### config.mk
export PLATFORM = sky130hd
export DESIGN_NAME = baud_divisor_search
export DESIGN_NICKNAME = d
export VERILOG_FILES = /design/src/design/bds_pkg.sv /design/src/design/bds_divider.sv /design/src/design/baud_divisor_search.sv
export SDC_FILE = /design/constraint.sdc
export NUM_CORES = 2
export LEC_CHECK = 0
export BUFFER_PORTS_ARGS = -buffer_cell sky130_fd_sc_hd__buf_2
export CORE_AREA = 2 2 246 248
export CTS_BUF_LIST = sky130_fd_sc_hd__clkbuf_4
export DETAILED_ROUTE_END_ITERATION = 10
export DIE_AREA = 0 0 248 250
export PLACE_DENSITY = 0.89
export SLEW_MARGIN = 0
export SYNTH_ARGS = -nofsm -noshare
export SYNTH_HDL_FRONTEND = slang
export SYNTH_SLANG_ARGS = --single-unit
### constraint.sdc
create_clock -name clk -period 30.4 [get_ports clk]
set_input_delay 6.08 -clock clk [delete_from_list [all_inputs] [get_ports clk]]
set_output_delay 6.08 -clock clk [all_outputs]
set_load 0.01 [all_outputs]
### src/design/bds_pkg.sv
`timescale 1ns / 1ps
// ----------------------------------------------------------------------------
// Baud divisor search package
// Shared widths and constants for the divisor search and its checker.
// ----------------------------------------------------------------------------
package bds_pkg;
  localparam int unsigned DivW      = 48;
  localparam int unsigned RatioW    = 16;
  localparam logic [15:0] RatioMax  = 16'hFFFF;
  localparam logic [13:0] TolReset  = 14'd200;
  localparam logic [13:0] RatioUnit = 14'd10000;
endpackage

### src/design/bds_divider.sv
`timescale 1ns / 1ps
// ----------------------------------------------------------------------------
// Baud divisor search serial divider
// Restoring divider, one quotient bit per cycle, unsigned 48-bit operands.
// ----------------------------------------------------------------------------
module bds_divider (
  input  logic        clk,
  input  logic        rst,
  input  logic        start,
  input  logic [47:0] dividend,
  input  logic [47:0] divisor,
  output logic        done,
  output logic [47:0] quotient
);
  logic [47:0] rem;
  logic [47:0] den;
  logic [5:0]  count;
  logic        busy;
  logic [48:0] trial;

  // Shift in one dividend bit and try the subtraction.
  assign trial = {rem, quotient[47]} - {1'b0, den};

  always_ff @(posedge clk) begin
    if (rst) begin
      busy  <= 1'b0;
      done  <= 1'b0;
      count <= '0;
    end else begin
      done <= 1'b0;
      if (start) begin
        busy     <= 1'b1;
        rem      <= '0;
        den      <= divisor;
        quotient <= dividend;
        count    <= 6'd48;
      end else if (busy) begin
        if (!trial[48]) begin
          rem      <= trial[47:0];
          quotient <= {quotient[46:0], 1'b1};
        end else begin
          rem      <= {rem[46:0], quotient[47]};
          quotient <= {quotient[46:0], 1'b0};
        end
        count <= count - 6'd1;
        if (count == 6'd1) begin
          busy <= 1'b0;
          done <= 1'b1;
        end
      end
    end
  end
endmodule

### src/design/baud_divisor_search.sv
`timescale 1ns / 1ps
// ----------------------------------------------------------------------------
// Baud divisor search
// Finds the USART baud select mantissa and scale exponent for a clock and rate.
// ----------------------------------------------------------------------------
// Every try uses the one 48-bit serial divider up to three times (mantissa,
// real rate, ratio); up to 15 tries run at normal speed and, when the best
// deviation misses the tolerance, up to 15 more at double speed. The block
// holds in_stall high from acceptance until the result transfer completes.
module baud_divisor_search #(
  parameter int unsigned MANTISSA_LIMIT = 4095,
  parameter int unsigned SCALE_STEPS    = 7
) (
  input  logic        clk,
  input  logic        rst,
  input  logic        cfg_we,
  input  logic [13:0] cfg_wdata,
  input  logic        in_valid,
  output logic        in_stall,
  input  logic [24:0] periph_clock,
  input  logic [20:0] wanted_baud,
  output logic        out_valid,
  input  logic        out_stall,
  output logic [11:0] divisor_mantissa,
  output logic signed [3:0] divisor_exponent,
  output logic        double_speed,
  output logic [15:0] deviation,
  output logic        found
);
  typedef enum logic [3:0] {
    S_IDLE, S_PASS, S_TRY, S_MANT, S_REAL, S_RAT, S_CONS, S_END, S_OUT
  } state_t;

  localparam logic [47:0] Limit = 48'(MANTISSA_LIMIT);
  localparam logic [2:0]  Steps = 3'(SCALE_STEPS);

  state_t      state;
  logic [13:0] tolerance;
  logic [24:0] pclk;
  logic [20:0] want;
  logic        dbl;
  logic        neg;
  logic [2:0]  step;
  logic [47:0] mant;
  logic [47:0] real_rate;
  logic        ok;
  logic [15:0] ratio;
  logic [11:0] bmant;
  logic [3:0]  bexp;
  logic        p_ok;
  logic [15:0] p_ratio;
  logic [11:0] p_mant;
  logic [3:0]  p_exp;

  logic        div_start;
  logic [47:0] div_a;
  logic [47:0] div_b;
  logic        div_done;
  logic [47:0] div_q;

  logic [2:0]  base;
  logic [47:0] deno;
  logic [47:0] twice;
  logic [47:0] ndeno;
  logic        try_stop;
  logic [47:0] try_a;
  logic [47:0] try_b;
  logic [47:0] real_a;
  logic [47:0] real_b;
  logic [47:0] rate_small;
  logic [21:0] rate_big;
  logic [47:0] rat_a;
  logic        pass_good;

  bds_divider u_div (
    .clk(clk), .rst(rst), .start(div_start), .dividend(div_a), .divisor(div_b),
    .done(div_done), .quotient(div_q)
  );

  function automatic logic [16:0] RatioUnitSum(input logic [13:0] t);
    RatioUnitSum = {3'd0, bds_pkg::RatioUnit} + {3'd0, t};
  endfunction

  // Operand set-up for the current try.
  always_comb begin
    base  = dbl ? 3'd3 : 3'd4;
    twice = {22'd0, pclk, 1'b0};
    deno  = {27'd0, want} << ({1'b0, base} + {1'b0, step});
    ndeno = {27'd0, want} << (base - 3'd1);
    if (!neg) begin
      try_stop = twice <= deno;
      try_a    = twice - deno;
      try_b    = deno << 1;
      real_a   = {23'd0, pclk} >> step;
      real_b   = (mant + 48'd1) << base;
    end else begin
      try_stop = {23'd0, pclk} < (ndeno << 1);
      try_a    = (({23'd0, pclk} - (ndeno << 1)) << step) + ndeno;
      try_b    = ndeno << 1;
      real_a   = {23'd0, pclk} << step;
      real_b   = ({36'd0, mant[11:0]} + (48'd1 << step)) << base;
    end
    // The real rate never exceeds the clock over 8, so it fits in 22 bits.
    rate_small = ({27'd0, want} < div_q) ? {27'd0, want} : div_q;
    rate_big   = ({27'd0, want} < div_q) ? div_q[21:0] : {1'b0, want};
    rat_a      = {12'd0, {14'd0, rate_big} * 36'd10000};
    pass_good = ok && ({1'b0, ratio} <= 17'(RatioUnitSum(tolerance)));
  end

  always_ff @(posedge clk) begin
    if (rst) begin
      state     <= S_IDLE;
      tolerance <= bds_pkg::TolReset;
      out_valid <= 1'b0;
      div_start <= 1'b0;
    end else begin
      div_start <= 1'b0;
      if (cfg_we) tolerance <= cfg_wdata;
      case (state)
        S_IDLE: begin
          if (in_valid) begin
            pclk  <= periph_clock;
            want  <= wanted_baud;
            dbl   <= 1'b0;
            state <= S_PASS;
          end
        end
        S_PASS: begin
          ok    <= 1'b0;
          ratio <= bds_pkg::RatioMax;
          bmant <= '0;
          bexp  <= '0;
          neg   <= 1'b0;
          step  <= '0;
          state <= (want == '0) ? S_END : S_TRY;
        end
        S_TRY: begin
          if (try_stop) begin
            if (!neg) begin
              neg  <= 1'b1;
              step <= 3'd1;
            end else begin
              state <= S_END;
            end
          end else begin
            div_a     <= try_a;
            div_b     <= try_b;
            div_start <= 1'b1;
            state     <= S_MANT;
          end
        end
        S_MANT: begin
          if (div_done) begin
            mant <= div_q;
            if (div_q >= Limit) begin
              if (neg) state <= S_END;
              else state <= S_CONS;
              real_rate <= '0;
            end else begin
              state <= S_REAL;
            end
          end
        end
        S_REAL: begin
          // Issued in the cycle after the mantissa is registered, so real_b sees it.
          div_a     <= real_a;
          div_b     <= real_b;
          div_start <= 1'b1;
          state     <= S_RAT;
          real_rate <= '1;
        end
        S_RAT: begin
          if (div_done) begin
            real_rate <= div_q;
            if (div_q == '0) begin
              state <= S_CONS;
            end else begin
              state <= S_CONS;
              div_start <= 1'b1;
              div_b     <= rate_small;
              div_a     <= rat_a;
              real_rate <= '1;
              mant      <= mant;
            end
          end
        end
        S_CONS: begin
          if (real_rate == '0 || div_done) begin
            if (div_done && (div_q < {32'd0, ratio})) begin
              ratio <= div_q[15:0];
              bmant <= mant[11:0];
              bexp  <= neg ? 4'(-$signed({1'b0, step})) : {1'b0, step};
              ok    <= 1'b1;
            end
            // Advance to the next exponent.
            if (step == Steps) begin
              if (!neg) begin
                neg  <= 1'b1;
                step <= 3'd1;
              end else begin
                state <= S_END;
              end
            end else begin
              step <= step + 3'd1;
            end
            if (!(step == Steps && neg)) state <= S_TRY;
          end
        end
        S_END: begin
          if (!dbl) begin
            p_ok    <= ok;
            p_ratio <= ratio;
            p_mant  <= bmant;
            p_exp   <= bexp;
            if (pass_good) begin
              state <= S_OUT;
              out_valid <= 1'b1;
              found <= ok;
              divisor_mantissa <= bmant;
              divisor_exponent <= bexp;
              double_speed <= 1'b0;
              deviation <= ratio - 16'(bds_pkg::RatioUnit);
            end else begin
              dbl   <= 1'b1;
              state <= S_PASS;
            end
          end else begin
            state     <= S_OUT;
            out_valid <= 1'b1;
            if (ok) begin
              found <= 1'b1;
              divisor_mantissa <= bmant;
              divisor_exponent <= bexp;
              double_speed <= 1'b1;
              deviation <= ratio - 16'(bds_pkg::RatioUnit);
            end else if (p_ok) begin
              found <= 1'b1;
              divisor_mantissa <= p_mant;
              divisor_exponent <= p_exp;
              double_speed <= 1'b0;
              deviation <= p_ratio - 16'(bds_pkg::RatioUnit);
            end else begin
              found <= 1'b0;
              divisor_mantissa <= '0;
              divisor_exponent <= '0;
              double_speed <= 1'b0;
              deviation <= '0;
            end
          end
        end
        S_OUT: begin
          if (!out_stall) begin
            out_valid <= 1'b0;
            state     <= S_IDLE;
          end
        end
        default: state <= S_IDLE;
      endcase
    end
  end

  assign in_stall = (state != S_IDLE);
endmodule

==> out/summary.txt <==
syn avg cell area - 9.396 µm²
GRT Residual Overflow - 0
RSZ-0062 raised after global routing - no
CP arrival - 2440 ps
Die H - 250 µm
IO Port Bufs - 100
DRT Wirelength - 112600 µm
final core occ - 68.97%
Slew HR - 26.54%
Post-CTS Setup Bufs - 0
Sw Share - 45.38%
worst-path maximum fanout - 15
Most used DFF post-synth - edfxtp_1
Final WS setup - 21880 ps
clk slew on worst S/H paths - 60 ps
power per cell area - 87.60 nW/µm²
post-synthesis net count - 4468
Worst Setup End Kind - output port
endpoints failing setup - 0
Post-Route Setup TNS - 0 ps
largest net degree at the start of global routing - 167
CTS max path bufs - 3
R2R cell count - 34
ratio of cells with drive above 1 in the final layout - 11.76%
drt first pass iters - 8
Hold Vio Cnt, Final - 0
non-filler cells, final - 5025
DRC viols - 0
min cycle time layout - 8521 ps
post-route design area - 41090 µm²
Cell Area, Synth - 38180 µm²
GRT Overall Usage - 36.35%
Fmax achieved - 0.1174 GHz
Core Region - 59570 µm²
First DRT Iteration DRCs - 4008
Clk Latency, worst-skew pair - 1050 ps
CTS Hold Bufs - 0
CTS buffer count - 138
Clock power frac - 17.4%
Root Driver - clkbuf_4
vias per cell - 6.570
vias after detailed routing - 33016
CP required - 24320 ps
Leakage - 16.76 nW
clock sinks - 512
I/O pin count - 101
crit share post-route - 28.03%
Placement Cell Area - 39300 µm²
hold depth - 0
first-pass GRT wire length - 173500 µm
full die area - 62000 µm²
status - complete, no violations
FF+latch count, synth - 512
initial antenna violation count - 7
post-route ant nets - 0
Clock Skew - 80.22 ps
htree depth - 4
cells after synthesis - 4064
GP Congestion - 1.039
Ys Warns - 0
Distinct cells, synth - 91
min-delay worst type - reg -> reg
Area Overhead vs Synth - 7.602%
Final HPWL DP - 81640 µm
Layout Nets - 4532
maximum VDD drop - 0.04985 mV
Starting Density - 64.10%
final max-slew violation count - 0
EDFF count, synth - 484
TritonCTS clock tree - done
asr flop ratio synth - 0%
crit path kind - reg -> out
# placed instances - 4770
Flop pwr share - 26.5%
post-synthesis sequential area ratio - 39.53%
vias in the first global route - 31763
Comb power frac - 56.1%
# Max-Cap Violations - 0
die width - 248 µm
Wirelength per Cell - 22.41 µm
total power - 3.599 mW
CTS resizes - 0
Internal Power - 1.966 mW
worst slack, placed - 21980 ps
startpoint types - flop
Psw - 1.633 mW
# rows - 90
hold_ws - 383.3 ps
Worst Tran Pin Value - 1090 ps
power groups by stage:
stage / Combinational, mW / Clock (mW) / Sequential (mW)
2_1_floorplan: 1.46 / 0 / 0.931
3_5_place_dp: 1.93 / 0 / 0.962
3_3_place_gp: 1.90 / 0 / 0.959
4_1_cts: 1.95 / 0.636 / 0.947
5_1_grt: 2.20 / 0.671 / 0.955
6_report: 2.02 / 0.627 / 0.952
area by class of cell:
cell class	instances	area, µm²
multi-input cells	3056	21360
fillers	4395	18480
flip-flops and latches	512	15100
clock buffers	196	1471
inverters	279	1047
well taps	782	978.4
repair buffers	141	820.8
clock inverters	52	296.5
diodes	7	17.52
path summary, 6_finish.rpt:
kind	startpoint	end	slack [ps]
max	state[0]	in_stall	21880
min	div_b[11]	u_div.den[11]	380
max reg2reg	u_div.quotient[10]	div_a[35]	22020
min reg2reg	div_b[11]	u_div.den[11]	380
logic make-up after synthesis:
group	share of synthesized area (%)
buffers and inverters	4.932
multiplexers	6.396
AND/OR/NAND/NOR	15.49
XOR/XNOR	4.863
flip-flops	39.53
adder cells (fa/ha/maj)	12.07
AO/OA/AOI/OAI	16.71
synth_stat cells (35+ instances only):
| cell | instances | share of area (%) |
|---|---|---|
| a21oi_1 | 276 | 3.6 |
| o21a_1 | 42 | 0.83 |
| o211ai_1 | 44 | 0.87 |
| clkbuf_1 | 152 | 1.5 |
| o21ai_0 | 230 | 3.0 |
| fa_1 | 49 | 2.6 |
| nand3_1 | 115 | 1.5 |
| inv_1 | 277 | 2.7 |
| nand2_1 | 392 | 3.9 |
| buf_1 | 48 | 0.47 |
| nor2_1 | 384 | 3.8 |
| and2_1 | 37 | 0.61 |
| edfxtp_1 | 484 | 38 |
| ha_1 | 290 | 9.5 |
| nor3_1 | 88 | 1.2 |
| nand2b_1 | 39 | 0.64 |
| xor2_1 | 99 | 2.3 |
| a21o_1 | 100 | 2.0 |
| nand4_1 | 48 | 0.79 |
| xnor2_1 | 113 | 2.6 |
| mux2_2 | 73 | 2.2 |
| a211oi_1 | 56 | 1.1 |
| mux2i_1 | 136 | 3.6 |
| nor2b_1 | 35 | 0.57 |
critical path, cell delays in order (launching register included):
cell and delay, ps:
dfxtp_1 530, nor2_1 470, nand2_1 220, buf_2 200
placed cells by master, fill, tap and decap left out, drive strengths merged, types with 42 or more instances in the layout:
cell | netlist | routed
edfxtp | 484 | 484
nand2 | 392 | 392
nor2 | 384 | 384
ha | 290 | 290
inv | 278 | 284
a21oi | 278 | 278
o21ai | 244 | 244
clkbuf | 152 | 196
buf | 65 | 141
mux2i | 136 | 136
nand3 | 115 | 115
xnor2 | 113 | 113
a21o | 100 | 100
xor2 | 99 | 99
nor3 | 89 | 89
mux2 | 74 | 74
a211oi | 59 | 59
fa | 49 | 49
nand4 | 48 | 48
o211ai | 44 | 44
clkinv | 1 | 43
o21a | 42 | 42
layer usage:
| metal | share of wire [%] | GRT usage [%] | wire [µm] | vias up |
|---|---|---|---|---|
| met5 | 0.013 | 0 | 15 | - |
| met4 | 5.3 | 18.20 | 5961 | 2 |
| met3 | 13 | 11.32 | 14350 | 456 |
| met2 | 44 | 54.96 | 49530 | 2155 |
| met1 | 38 | 47.07 | 42760 | 15395 |
| li1 | - | - | - | 15008 |
registers in the layout (all words and copies together), names as in the netlist, 3 cells and up:
name,count
divisor_mantissa,12
p_mant,12
u_div.quotient,48
step,3
u_div.den,48
p_exp,4
bexp,4
real_rate,48
div_b,48
divisor_exponent,4
mant,45
want,21
p_ratio,16
div_a,48
u_div.rem,48
u_div.count,6
tolerance,14
pclk,25
bmant,12
deviation,16
state,4
ratio,16
Note: power is estimated with default switching activity, not from simulation.
